### src/cpbe_pkg.sv
// shared types, widths and codes for the clamped point box extent block
package cpbe_pkg;

    // coordinate width, signed fixed point Q8.16 at the default
    localparam int COORD_W   = 24;
    localparam int LIMIT_W   = 23;
    localparam int OUT_W     = 24;
    localparam int AXES      = 3;
    localparam int CFG_IDX_W = 2;

    // room for centre plus or minus limit
    localparam int EXT_W  = ((COORD_W > LIMIT_W) ? COORD_W : LIMIT_W) + 2;
    // sign extended centre before taking the low output bits
    localparam int SX_W   = (COORD_W > OUT_W) ? COORD_W : OUT_W;
    // max minus min of two coordinates
    localparam int DIFF_W = COORD_W + 1;
    // size before saturation, always wider than the output
    localparam int SZ_W   = (DIFF_W > OUT_W) ? DIFF_W : OUT_W + 1;

    localparam logic [OUT_W-1:0] SIZE_MAX = '1;

    localparam logic [LIMIT_W-1:0] LIMIT_X_RST = LIMIT_W'(32768);
    localparam logic [LIMIT_W-1:0] LIMIT_Y_RST = LIMIT_W'(65536);
    localparam logic [LIMIT_W-1:0] LIMIT_Z_RST = LIMIT_W'(32768);

    localparam logic FUNC_CENTRE = 1'b0;
    localparam logic FUNC_POINT  = 1'b1;

    typedef enum logic [CFG_IDX_W-1:0] {
        REG_LIMIT_X = 2'd0,
        REG_LIMIT_Y = 2'd1,
        REG_LIMIT_Z = 2'd2
    } t_reg_idx;

    typedef logic signed [COORD_W-1:0] t_coord;
    typedef logic [LIMIT_W-1:0]        t_limit;

    typedef struct packed {
        logic   func;
        t_coord px;
        t_coord py;
        t_coord pz;
        logic   point_valid;
        logic   last;
    } t_pt_item;

    typedef struct packed {
        logic        [OUT_W-1:0] size_x;
        logic        [OUT_W-1:0] size_y;
        logic        [OUT_W-1:0] size_z;
        logic signed [OUT_W-1:0] centre_x;
        logic signed [OUT_W-1:0] centre_y;
        logic signed [OUT_W-1:0] centre_z;
        logic                    empty_box;
    } t_res_item;

    // per axis control from the box sequencing logic
    typedef struct packed {
        logic start;   // centre item, load centre and clear extent
        logic update;  // valid point in an open box
        logic seen;    // a valid point was already taken in this box
    } t_axis_ctl;

endpackage

### src/cpbe_pt_if.sv
// point item channel
interface cpbe_pt_if;
    logic               valid;
    logic               ready;
    cpbe_pkg::t_pt_item data;

    modport source (output valid, output data, input ready);
    modport sink   (input valid, input data, output ready);
endinterface

### src/cpbe_res_if.sv
// result item channel
interface cpbe_res_if;
    logic                valid;
    logic                ready;
    cpbe_pkg::t_res_item data;

    modport source (output valid, output data, input ready);
    modport sink   (input valid, input data, output ready);
endinterface

### src/cpbe_cfg.sv
// limit register file written through the configuration port
module cpbe_cfg (
    input  logic                              i_clk,
    input  logic                              i_rst_n,
    input  logic                              i_cfg_we,
    input  logic [cpbe_pkg::CFG_IDX_W-1:0]    i_cfg_idx,
    input  logic [cpbe_pkg::LIMIT_W-1:0]      i_cfg_data,
    output cpbe_pkg::t_limit                  o_limit_x,
    output cpbe_pkg::t_limit                  o_limit_y,
    output cpbe_pkg::t_limit                  o_limit_z
);
    cpbe_pkg::t_limit r_limit_x, r_limit_y, r_limit_z;

    always_ff @(posedge i_clk) begin
        if (!i_rst_n) begin
            r_limit_x <= cpbe_pkg::LIMIT_X_RST;
            r_limit_y <= cpbe_pkg::LIMIT_Y_RST;
            r_limit_z <= cpbe_pkg::LIMIT_Z_RST;
        end else if (i_cfg_we) begin
            case (i_cfg_idx)
                cpbe_pkg::REG_LIMIT_X: r_limit_x <= i_cfg_data;
                cpbe_pkg::REG_LIMIT_Y: r_limit_y <= i_cfg_data;
                cpbe_pkg::REG_LIMIT_Z: r_limit_z <= i_cfg_data;
                default: ;
            endcase
        end
    end

    assign o_limit_x = r_limit_x;
    assign o_limit_y = r_limit_y;
    assign o_limit_z = r_limit_z;
endmodule

### src/cpbe_axis.sv
// one axis: clamp to centre window, running min and max, extent
module cpbe_axis (
    input  logic                              i_clk,
    input  cpbe_pkg::t_axis_ctl               i_ctl,
    input  cpbe_pkg::t_coord                  i_p,
    input  cpbe_pkg::t_limit                  i_limit,
    output logic [cpbe_pkg::OUT_W-1:0]        o_size,
    output logic signed [cpbe_pkg::OUT_W-1:0] o_centre
);
    cpbe_pkg::t_coord r_centre, r_min, r_max;
    cpbe_pkg::t_coord n_centre, n_min, n_max;
    cpbe_pkg::t_coord q;

    logic signed [cpbe_pkg::EXT_W-1:0]  p_e, c_e, l_e, hi, lo, q_e;
    logic signed [cpbe_pkg::DIFF_W-1:0] diff;
    logic        [cpbe_pkg::SZ_W-1:0]   sz_wide;
    logic signed [cpbe_pkg::SX_W-1:0]   c_sx;

    // clamp window around the stored centre
    always_comb begin
        p_e = cpbe_pkg::EXT_W'(i_p);
        c_e = cpbe_pkg::EXT_W'(r_centre);
        l_e = $signed({{(cpbe_pkg::EXT_W-cpbe_pkg::LIMIT_W){1'b0}}, i_limit});
        hi  = c_e + l_e;
        lo  = c_e - l_e;
        if (p_e > hi) begin
            q_e = hi;
        end else if (p_e < lo) begin
            q_e = lo;
        end else begin
            q_e = p_e;
        end
        // clamped value always lies between the point and the centre
        q = $signed(q_e[cpbe_pkg::COORD_W-1:0]);
    end

    always_comb begin
        n_centre = r_centre;
        n_min    = r_min;
        n_max    = r_max;
        if (i_ctl.start) begin
            n_centre = i_p;
            n_min    = '0;
            n_max    = '0;
        end else if (i_ctl.update) begin
            if (!i_ctl.seen || q < r_min) begin
                n_min = q;
            end
            if (!i_ctl.seen || q > r_max) begin
                n_max = q;
            end
        end
    end

    always_ff @(posedge i_clk) begin
        r_centre <= n_centre;
        r_min    <= n_min;
        r_max    <= n_max;
    end

    // extent from the updated bounds, saturated to the output width
    always_comb begin
        diff    = cpbe_pkg::DIFF_W'(n_max) - cpbe_pkg::DIFF_W'(n_min);
        sz_wide = cpbe_pkg::SZ_W'($unsigned(diff));
        if (sz_wide > cpbe_pkg::SZ_W'(cpbe_pkg::SIZE_MAX)) begin
            o_size = cpbe_pkg::SIZE_MAX;
        end else begin
            o_size = sz_wide[cpbe_pkg::OUT_W-1:0];
        end
        c_sx     = cpbe_pkg::SX_W'(n_centre);
        o_centre = $signed(c_sx[cpbe_pkg::OUT_W-1:0]);
    end
endmodule

### src/clamped_point_box_extent_core.sv
// top level of the clamped point box extent block
//
//  channel  | dir | payload       | handshake
//  ---------+-----+---------------+-----------------------------------
//  i_pt     | in  | t_pt_item     | valid/ready, taken when both high
//  o_res    | out | t_res_item    | valid/ready, taken when both high
//  i_cfg_*  | in  | limit x, y, z | write enable, index, data
//
// one item per cycle sustained unless a stalled result register holds one back;
// an item is held in the input register, then its min/max update and result
// go out through the result register
// synchronous active low reset clears both valid flags, the open box flags
// and the limits to their defaults
// a stalled result register holds the input register only for items that
// give a result; other items keep flowing past it
module clamped_point_box_extent_core (
    input  logic                           i_clk,
    input  logic                           i_rst_n,
    cpbe_pt_if.sink                        i_pt,
    cpbe_res_if.source                     o_res,
    input  logic                           i_cfg_we,
    input  logic [cpbe_pkg::CFG_IDX_W-1:0] i_cfg_idx,
    input  logic [cpbe_pkg::LIMIT_W-1:0]   i_cfg_data
);
    cpbe_pkg::t_limit limit_x, limit_y, limit_z;

    // input register
    logic               r_s1_v;
    cpbe_pkg::t_pt_item r_s1;

    // box sequencing state
    logic r_active, r_seen;
    logic n_active, n_seen;

    // result register
    logic                r_o_v;
    cpbe_pkg::t_res_item r_o;

    cpbe_pkg::t_axis_ctl ctl;
    logic                has_res;
    logic                s1_go;
    logic                seen_now;
    logic                active_now;

    logic        [cpbe_pkg::OUT_W-1:0] size_x, size_y, size_z;
    logic signed [cpbe_pkg::OUT_W-1:0] cen_x, cen_y, cen_z;

    cpbe_cfg u_cfg (
        .i_clk      (i_clk),
        .i_rst_n    (i_rst_n),
        .i_cfg_we   (i_cfg_we),
        .i_cfg_idx  (i_cfg_idx),
        .i_cfg_data (i_cfg_data),
        .o_limit_x  (limit_x),
        .o_limit_y  (limit_y),
        .o_limit_z  (limit_z)
    );

    // box sequencing for the item in the input register
    always_comb begin
        ctl.start  = s1_go && (r_s1.func == cpbe_pkg::FUNC_CENTRE);
        ctl.update = s1_go && (r_s1.func == cpbe_pkg::FUNC_POINT) && r_active
                     && r_s1.point_valid;
        ctl.seen   = r_seen;

        // state after this item's point, before the last flag closes the box
        if (r_s1.func == cpbe_pkg::FUNC_CENTRE) begin
            active_now = r_s1.point_valid;
            seen_now   = 1'b0;
        end else begin
            active_now = r_active;
            seen_now   = r_seen || (r_active && r_s1.point_valid);
        end

        // only an open box closed by a last item gives a result
        has_res = r_s1.last && active_now;
        s1_go   = r_s1_v && (!has_res || !r_o_v || o_res.ready);

        n_active = r_active;
        n_seen   = r_seen;
        if (s1_go) begin
            n_active = active_now && !r_s1.last;
            n_seen   = seen_now && !r_s1.last;
        end
    end

    assign i_pt.ready = !r_s1_v || s1_go;

    cpbe_axis u_axis_x (
        .i_clk    (i_clk),
        .i_ctl    (ctl),
        .i_p      (r_s1.px),
        .i_limit  (limit_x),
        .o_size   (size_x),
        .o_centre (cen_x)
    );

    cpbe_axis u_axis_y (
        .i_clk    (i_clk),
        .i_ctl    (ctl),
        .i_p      (r_s1.py),
        .i_limit  (limit_y),
        .o_size   (size_y),
        .o_centre (cen_y)
    );

    cpbe_axis u_axis_z (
        .i_clk    (i_clk),
        .i_ctl    (ctl),
        .i_p      (r_s1.pz),
        .i_limit  (limit_z),
        .o_size   (size_z),
        .o_centre (cen_z)
    );

    // input register
    always_ff @(posedge i_clk) begin
        if (!i_rst_n) begin
            r_s1_v <= 1'b0;
        end else if (i_pt.ready) begin
            r_s1_v <= i_pt.valid;
        end
    end

    always_ff @(posedge i_clk) begin
        if (i_pt.ready && i_pt.valid) begin
            r_s1 <= i_pt.data;
        end
    end

    // open box flags
    always_ff @(posedge i_clk) begin
        if (!i_rst_n) begin
            r_active <= 1'b0;
            r_seen   <= 1'b0;
        end else begin
            r_active <= n_active;
            r_seen   <= n_seen;
        end
    end

    // result register, sizes forced to zero for an empty box
    always_ff @(posedge i_clk) begin
        if (!i_rst_n) begin
            r_o_v <= 1'b0;
        end else if (s1_go && has_res) begin
            r_o_v <= 1'b1;
        end else if (o_res.ready) begin
            r_o_v <= 1'b0;
        end
    end

    always_ff @(posedge i_clk) begin
        if (s1_go && has_res) begin
            r_o.size_x    <= seen_now ? size_x : '0;
            r_o.size_y    <= seen_now ? size_y : '0;
            r_o.size_z    <= seen_now ? size_z : '0;
            r_o.centre_x  <= cen_x;
            r_o.centre_y  <= cen_y;
            r_o.centre_z  <= cen_z;
            r_o.empty_box <= !seen_now;
        end
    end

    assign o_res.valid = r_o_v;
    assign o_res.data  = r_o;
endmodule
### src/flat_wrapper.sv
// flat-port wrapper written by rule: the top's interface ports become plain ports
module clamped_point_box_extent_core_flat 
  (i_clk, i_rst_n, i_cfg_we, i_cfg_idx, i_cfg_data, i_pt_valid, i_pt_data, i_pt_ready, o_res_valid, o_res_data, o_res_ready);
  cpbe_pt_if i_pt_i ();
  cpbe_res_if o_res_i ();
  input  logic i_clk;
  input  logic i_rst_n;
  input  logic i_cfg_we;
  input  logic [cpbe_pkg::CFG_IDX_W-1:0] i_cfg_idx;
  input  logic [cpbe_pkg::LIMIT_W-1:0] i_cfg_data;
  input wire logic [$bits(i_pt_i.valid)-1:0] i_pt_valid;
  input wire logic [$bits(i_pt_i.data)-1:0] i_pt_data;
  output wire logic [$bits(i_pt_i.ready)-1:0] i_pt_ready;
  output wire logic [$bits(o_res_i.valid)-1:0] o_res_valid;
  output wire logic [$bits(o_res_i.data)-1:0] o_res_data;
  input wire logic [$bits(o_res_i.ready)-1:0] o_res_ready;
  assign i_pt_i.valid = i_pt_valid;
  assign i_pt_i.data = i_pt_data;
  assign i_pt_ready = i_pt_i.ready;
  assign o_res_valid = o_res_i.valid;
  assign o_res_data = o_res_i.data;
  assign o_res_i.ready = o_res_ready;
  clamped_point_box_extent_core u_core (.i_clk(i_clk), .i_rst_n(i_rst_n), .i_pt(i_pt_i), .o_res(o_res_i), .i_cfg_we(i_cfg_we), .i_cfg_idx(i_cfg_idx), .i_cfg_data(i_cfg_data));
endmodule
### config.mk
export PLATFORM = sky130hd
export DESIGN_NAME = clamped_point_box_extent_core_flat
export DESIGN_NICKNAME = d
export VERILOG_FILES = /design/src/cpbe_pkg.sv /design/src/cpbe_pt_if.sv /design/src/cpbe_res_if.sv /design/src/cpbe_cfg.sv /design/src/cpbe_axis.sv /design/src/clamped_point_box_extent_core.sv /design/src/flat_wrapper.sv
export SDC_FILE = /design/constraint.sdc
export NUM_CORES = 2
export LEC_CHECK = 0
export BUFFER_PORTS_ARGS = -buffer_cell sky130_fd_sc_hd__buf_2
export CAP_MARGIN = 15
export CORE_MARGIN = 4
export CORE_UTILIZATION = 62
export CTS_BUF_LIST = sky130_fd_sc_hd__clkbuf_4 sky130_fd_sc_hd__clkbuf_8 sky130_fd_sc_hd__clkbuf_16
export DETAILED_ROUTE_END_ITERATION = 10
export PLACE_DENSITY = 0.82
export SLEW_MARGIN = 5
export SYNTH_ARGS = -nofsm -noshare
export SYNTH_HDL_FRONTEND = slang
export SYNTH_SLANG_ARGS = --single-unit
### constraint.sdc
create_clock -name i_clk -period 14 [get_ports i_clk]
set_input_delay 3.5 -clock i_clk [delete_from_list [all_inputs] [get_ports i_clk]]
set_output_delay 3.5 -clock i_clk [all_outputs]
set_load 0.02 [all_outputs]
Word level (Yosys, flattened, before mapping)
Index checks and enable logic that the tools add are counted.
{ "word_totals": {"romBits": 0, "ramBits": 0, "in_bits": 105, "memories": 0, "reg_bits": 509, "wordCells": 122, "out_inout_bits": 147, "latch_bits": 0} }
{ "op_classes": {"n_bitwise": 1, "order_cmp": 15, "shift": 0, "n_mux": 34, "add_sub_neg": 9, "eq_ne": 2, "multipliers": 0, "div": 0, "n_reduce_logical": 32} }
{ "op_table": {"columns": ["cell", "count"], "rows": [
  ["2-to-1 mux 24 bit", 30],
  ["subtractor 24 x 24 -> 25 bit", 6],
  ["adder 24 x 24 -> 25 bit", 3],
  ["> comparator 24 x 25 -> 1 bit", 3],
  ["> comparator 25 x 24 -> 1 bit, second input constant", 3],
  ["< comparator 24 x 25 -> 1 bit", 3],
  ["> comparator 24 bit", 3],
  ["< comparator 24 bit", 3],
  ["logical AND 1 bit", 11],
  ["logical OR 1 bit", 10],
  ["zero test 1 bit", 6],
  ["AND reduction 2 bit", 3],
  ["2-to-1 mux 1 bit", 4],
  ["== test 2 x 1 -> 1 bit, second input constant", 1],
  ["== test 2 bit, second input constant", 1],
  ["zero test 2 bit", 1],
  ["nonzero test 2 bit", 1],
  ["inverter 1 bit", 1]
]} }

Depth between registers and ports, before layout
{ "depth": {"ltp_word": 14, "mapped_depth": 52, "depth_no_buf": 49} }

Cells and area by module
Synthesis repeated with hierarchy kept, for this count alone.
{ "unflattened": {"hier_cells": 4080, "hier_area_um2": 37314.5} }
{ "by_module_without_submodules": {"columns": ["mod", "cells_per_inst", "seq_area_each_um2", "area_per_inst_um2", "n_inst"], "rows": [
  ["cpbe_axis at u_core.u_axis_z", 1211, 1441.4, 9359.0, 1],
  ["cpbe_axis at u_core.u_axis_y", 1137, 1441.4, 9067.4, 1],
  ["cpbe_axis at u_core.u_axis_x", 1144, 1441.4, 8941.1, 1],
  ["clamped_point_box_extent_core", 335, 6686.4, 7353.3, 1],
  ["cpbe_cfg", 253, 1381.3, 2593.7, 1]
]} }

Least setup slack after synthesis
Ideal clock, no wire load.
{ "synth_path": {"path_type": "input to register", "from": "input o_res_ready", "to": "register u_core.r_o (netlist bit u_core.o_res.data[0]) (enable)", "setup_time_ps": 652, "required_time_ps": 13348, "setup_slack_ps": 3524, "n_path_buf": 0, "arrival_time_ps": 9824, "cell_stages": 3, "cell_sequence": "nand2b_1 o21ai_0 nor2_1"} }
{ "synth_between": {"elab_chain_len": 3} }
{ "synth_rtl": {"columns": ["element", "line", "rtl"], "rows": [
  ["start, declared", "flat_wrapper.sv:16", "input wire logic [$bits(o_res_i.ready)-1:0] o_res_ready;"],
  ["logical OR 1 bit", "clamped_point_box_extent_core.sv:77", "s1_go = r_s1_v && (!has_res || !r_o_v || o_res.ready);"],
  ["logical AND 1 bit", "clamped_point_box_extent_core.sv:77", null],
  ["logical AND 1 bit", "clamped_point_box_extent_core.sv:154", "if (s1_go && has_res) begin"],
  ["end, declared", "clamped_point_box_extent_core.sv:37", "cpbe_pkg::t_res_item r_o;"]
]} }
Every way passes these cells.
A chain may end at the register's enable or synchronous reset.

Worst setup path in the final report
{ "layout_path": {"from": "register u_core.u_cfg.r_limit_y[2] (netlist: u_core.u_cfg.o_limit_y[2])", "to": "register u_core.r_o (netlist bit u_core.o_res.data[120]), data pin"} }
{ "layout_between": {"elab_chain_len": 12, "word_cells_on_any_way": 19, "classes_between": "add/sub: 3; order compare: 5; mux: 9; reduce/logical: 2"} }
{ "layout_rtl": {"columns": ["element", "line", "rtl"], "rows": [
  ["start, declared", "cpbe_cfg.sv:12", "cpbe_pkg::t_limit r_limit_x, r_limit_y, r_limit_z;"],
  ["start signal, assigned", "cpbe_cfg.sv:17", "r_limit_y <= cpbe_pkg::LIMIT_Y_RST;"],
  ["start signal, assigned", "cpbe_cfg.sv:22", "cpbe_pkg::REG_LIMIT_Y: r_limit_y <= i_cfg_data;"],
  ["subtractor 24 x 24 -> 25 bit", "cpbe_axis.sv:25", "lo = c_e - l_e;"],
  ["< comparator 24 x 25 -> 1 bit", "cpbe_axis.sv:28", "end else if (p_e < lo) begin"],
  ["2-to-1 mux 24 bit", "cpbe_axis.sv:28", null],
  ["2-to-1 mux 24 bit (*)", "cpbe_axis.sv:26", "if (p_e > hi) begin"],
  ["> comparator 24 bit / < comparator 24 bit (equally long branches)", "cpbe_axis.sv:49, cpbe_axis.sv:46", null],
  ["logical OR 1 bit, on equally long branches", "cpbe_axis.sv:49, cpbe_axis.sv:46", null],
  ["2-to-1 mux 24 bit, on equally long branches", "cpbe_axis.sv:49, cpbe_axis.sv:46", null],
  ["2-to-1 mux 24 bit", "cpbe_axis.sv:45", "end else if (i_ctl.update) begin"],
  ["2-to-1 mux 24 bit", "cpbe_axis.sv:41", "if (i_ctl.start) begin"],
  ["subtractor 24 x 24 -> 25 bit (*)", "cpbe_axis.sv:63", "diff = cpbe_pkg::DIFF_W'(n_max) - cpbe_pkg::DIFF_W'(n_min);"],
  ["> comparator 25 x 24 -> 1 bit", "cpbe_axis.sv:65", "if (sz_wide > cpbe_pkg::SZ_W'(cpbe_pkg::SIZE_MAX)) begin"],
  ["2-to-1 mux 24 bit (*)", "cpbe_axis.sv:65", null]
]} }
Mark *: on every way between the ends. The rest lies on a longest branch, timed or not.

==> impl_results.md <==
* Crit Path Class: reg2reg
* Unrepaired setup endpoints after global routing: false
* Final Hold Fails at 0
* Worst EP arrival at 13.58 ns
* Critical Path Fanout Max at 22
* Antenna diode count at 0
* H-tree depth at 2
* Layout Area Growth over Synthesis at 10.2%
* Main flop type after synthesis: dfxtp_1
* Fmax at between 70 and 80 MHz
* Initial Util at 0.629
* Mapped cell area at around 0.036 mm2
* Hold Crit Class: reg2reg
* GRT Overall Usage at 0.320
* Synthesized flop and latch total at a little over 500
* ANT nets after route at 0
* CTS max path bufs at 3
* # rows at 88
* DR vias at 31400
* CP Capture Type: register
* Ys Warns at 0
* Vias per cell at 6.16
* Reg2reg setup slack at 0.74 ns
* Worst r2r path cells at 43
* EDFF count, synth at 220
* WHS Path Cells at 2
* Clk root buf: clkbuf_16
* Post-synthesis cell count at 4136
* 1st-iter DRT viols at 2863
* Fin util at 0.693
* Final net count at 4907
* TritonRoute pass-1 iters at 6
* Register area share after synthesis at 0.340
* Reg clk slew, reported paths at 0.07 ns
* CP max stage cell: and3_1
* Postcts setup bufs at 0
* Full die area at around 0.063 mm2
* GRT overflow at 0
* Syn nets at roughly 4700
* Worst skew pair latency at 0.63 ns
* Aggregate routed wire length at about 100000 um
* Hold-fix buffers at CTS at 0
* Power Total at 5.80 mW
* Placer Congestion at 0.953
* Die width at 250 um
* Mean Syn Cell Area at between 8 and 9 um2
* Static Leak at 17.1 nW
* DRC at 0
* HPWL Detailed at about 80000 um
* Hold Slack at 0.483 ns
* I/O Buffers at ~250
* Fraction of registers with async set/reset at 0
* CTS tree: yes
* Least-Margin Pin Slew at 1.17 ns
* Via count of the first global-routing pass at 29600
* # setup viols final at 0
* First-pass GRT wire length at 162000 um
* Commonest non-fill, non-tap cells in the layout: 515 x nand2_1, 498 x ha_1, 337 x inv_1
* Die Span Y at 250 um
* Layout cell share with drive strength beyond 1 at 0.112
* Run status: finished clean
* Antenna violations before repair at 2
* WL per Instance at around 21 um
* Max-Cap Viols at 0
* IO Pins at 252
* Commonest non-fill, non-tap cell in the layout: nand2_1
* Crit path launch type: register
* Pwr per Cell Area at 144 mW/mm2
* Largest net degree at the start of global routing at 139
* Worst path max stage delay at 0.70 ns
* Setup TNS at 0 ns
* Tmin final at 13.26 ns
* Rel. slew slack at 0.223
* Netlist cell types at 94
* Crit path required time at 14.31 ns
* Final Max Tran Viols at 0
* Core area at 0.0579 mm2
* Clock buffers created by TritonCTS at 53
* Layout Skew at about 0.024 ns
* Final Cycle Share at 0.947
* # fillers at 4671
* Sink Count at 509
* Peak VDD IR at approximately 110 uV
flip-flops by register name, indices dropped and copies added, names as in the netlist:
name,count
u_core.u_cfg.o_limit_y,23
u_core.r_active,1
u_core.u_cfg.o_limit_x,23
u_core.u_axis_x.r_max,24
u_core.u_axis_y.r_centre,24
u_core.o_res.valid,1
u_core.u_cfg.o_limit_z,23
u_core.u_axis_x.r_centre,24
u_core.u_axis_z.r_min,24
u_core.u_axis_z.r_centre,24
u_core.u_axis_x.r_min,24
u_core.r_s1,75
u_core.u_axis_y.r_max,24
u_core.o_res.data,145
u_core.u_axis_y.r_min,24
u_core.r_s1_v,1
u_core.r_seen,1
u_core.u_axis_z.r_max,24
cell usage after synthesis, drive strengths merged (9+ instances only):
cell type,n,area share
a221oi,14,0.0034
ha,498,0.17
nor2b,49,0.0084
inv,337,0.035
a31o,27,0.0065
a21oi,290,0.040
a21boi,76,0.016
a211oi,34,0.0070
o221ai,11,0.0026
and2,56,0.0097
buf,23,0.0034
nand2,517,0.053
or2,31,0.0054
nor3,61,0.0087
mux2,26,0.0081
nor4,15,0.0030
and3,14,0.0024
o41ai,12,0.0033
nand2b,42,0.0072
o211ai,26,0.0054
dfxtp,289,0.16
mux2i,108,0.030
o21ai,212,0.029
a31oi,53,0.0093
o21bai,28,0.0058
a221o,14,0.0038
a21o,103,0.021
clkbuf,152,0.016
nor2,272,0.028
xor2,56,0.013
or3,33,0.0058
o31a,13,0.0031
fa,9,0.0049
nand4,54,0.0094
nand3,57,0.0078
edfxtp,220,0.18
o21a,38,0.0078
xnor2,124,0.030
o31ai,11,0.0025
cell type report:
type | count | area, um2 | area share
multi-input cells | 3114 | 22200 | 0.552
flip-flops and latches | 509 | 12400 | 0.309
repair buffers | 279 | 1480 | 0.0368
clock buffers | 64 | 1420 | 0.0352
inverters | 338 | 1270 | 0.0316
well taps | 765 | 957 | 0.0238
clock inverters | 35 | 484 | 0.0121
per-stage QoR:
stage                     instance area (um2)  worst slack, ns  instances
final                                   40200            0.737       5104
after global routing                    40200           0.0132       5104
after CTS                               40100            0.822       5103
after detailed placement                38200             1.06       5004
after global placement                  38200             1.12       5004
after floorplan                         36400             3.52       4136
repair_timing:
item / CTS / global route
setup endpoints to repair: 0 / 1
endpoints found under the hold margin: 0 / 0
resized for setup: 0 / 1
kinds of logic (layout without fill, tap and decap cells):
kind of cell,count (synthesis),count (layout),synth area share
AO/OA/AOI/OAI,1065,1065,0.194
adder cells (fa/ha/maj),507,507,0.176
multiplexers,134,134,0.0378
XOR/XNOR,180,180,0.0433
buffers and inverters,513,716,0.0539
flip-flops,509,509,0.340
AND/OR/NAND/NOR,1228,1228,0.155
where the power goes:
group | leakage (nW) | total (mW) | switching, mW | internal [mW]
clock | 0.930 | 1.55 | 0.632 | 0.913
combinational | 11.7 | 2.56 | 1.57 | 0.984
sequential | 4.42 | 1.70 | 0.0740 | 1.62
total | 17.1 | 5.80 | 2.28 | 3.52
final timing paths:
check	start	end
worst max-delay path	u_core.u_cfg.o_limit_y[2]	u_core.o_res.data[120]
worst min-delay path	u_core.u_cfg.o_limit_z[21]	u_core.u_cfg.o_limit_z[21]
worst max register to register	u_core.u_cfg.o_limit_y[2]	u_core.o_res.data[120]
worst min register to register	u_core.u_cfg.o_limit_z[21]	u_core.u_cfg.o_limit_z[21]
critical path: cells and delay by family (launching register included):
| kind | cells | cell delay (ns) |
|---|---|---|
| AO/OA/AOI/OAI | 24 | 7.68 |
| adder cells (fa/ha/maj) | 4 | 1.70 |
| buffers and inverters | 1 | 0.06 |
| flip-flops | 1 | 0.36 |
| multiplexers | 2 | 0.77 |
| AND/OR/NAND/NOR | 12 | 2.38 |
per-layer routing:
layer | routed length [um] | up-vias | GRT usage
met5 | 36 | - | 0
met4 | 3460 | 4 | 0.0980
met3 | 9050 | 207 | 0.0533
met2 | 45900 | 1365 | 0.500
met1 | 46300 | 14800 | 0.457
li1 | - | 15000 | -
Note: power is estimated with default switching activity, not from simulation.
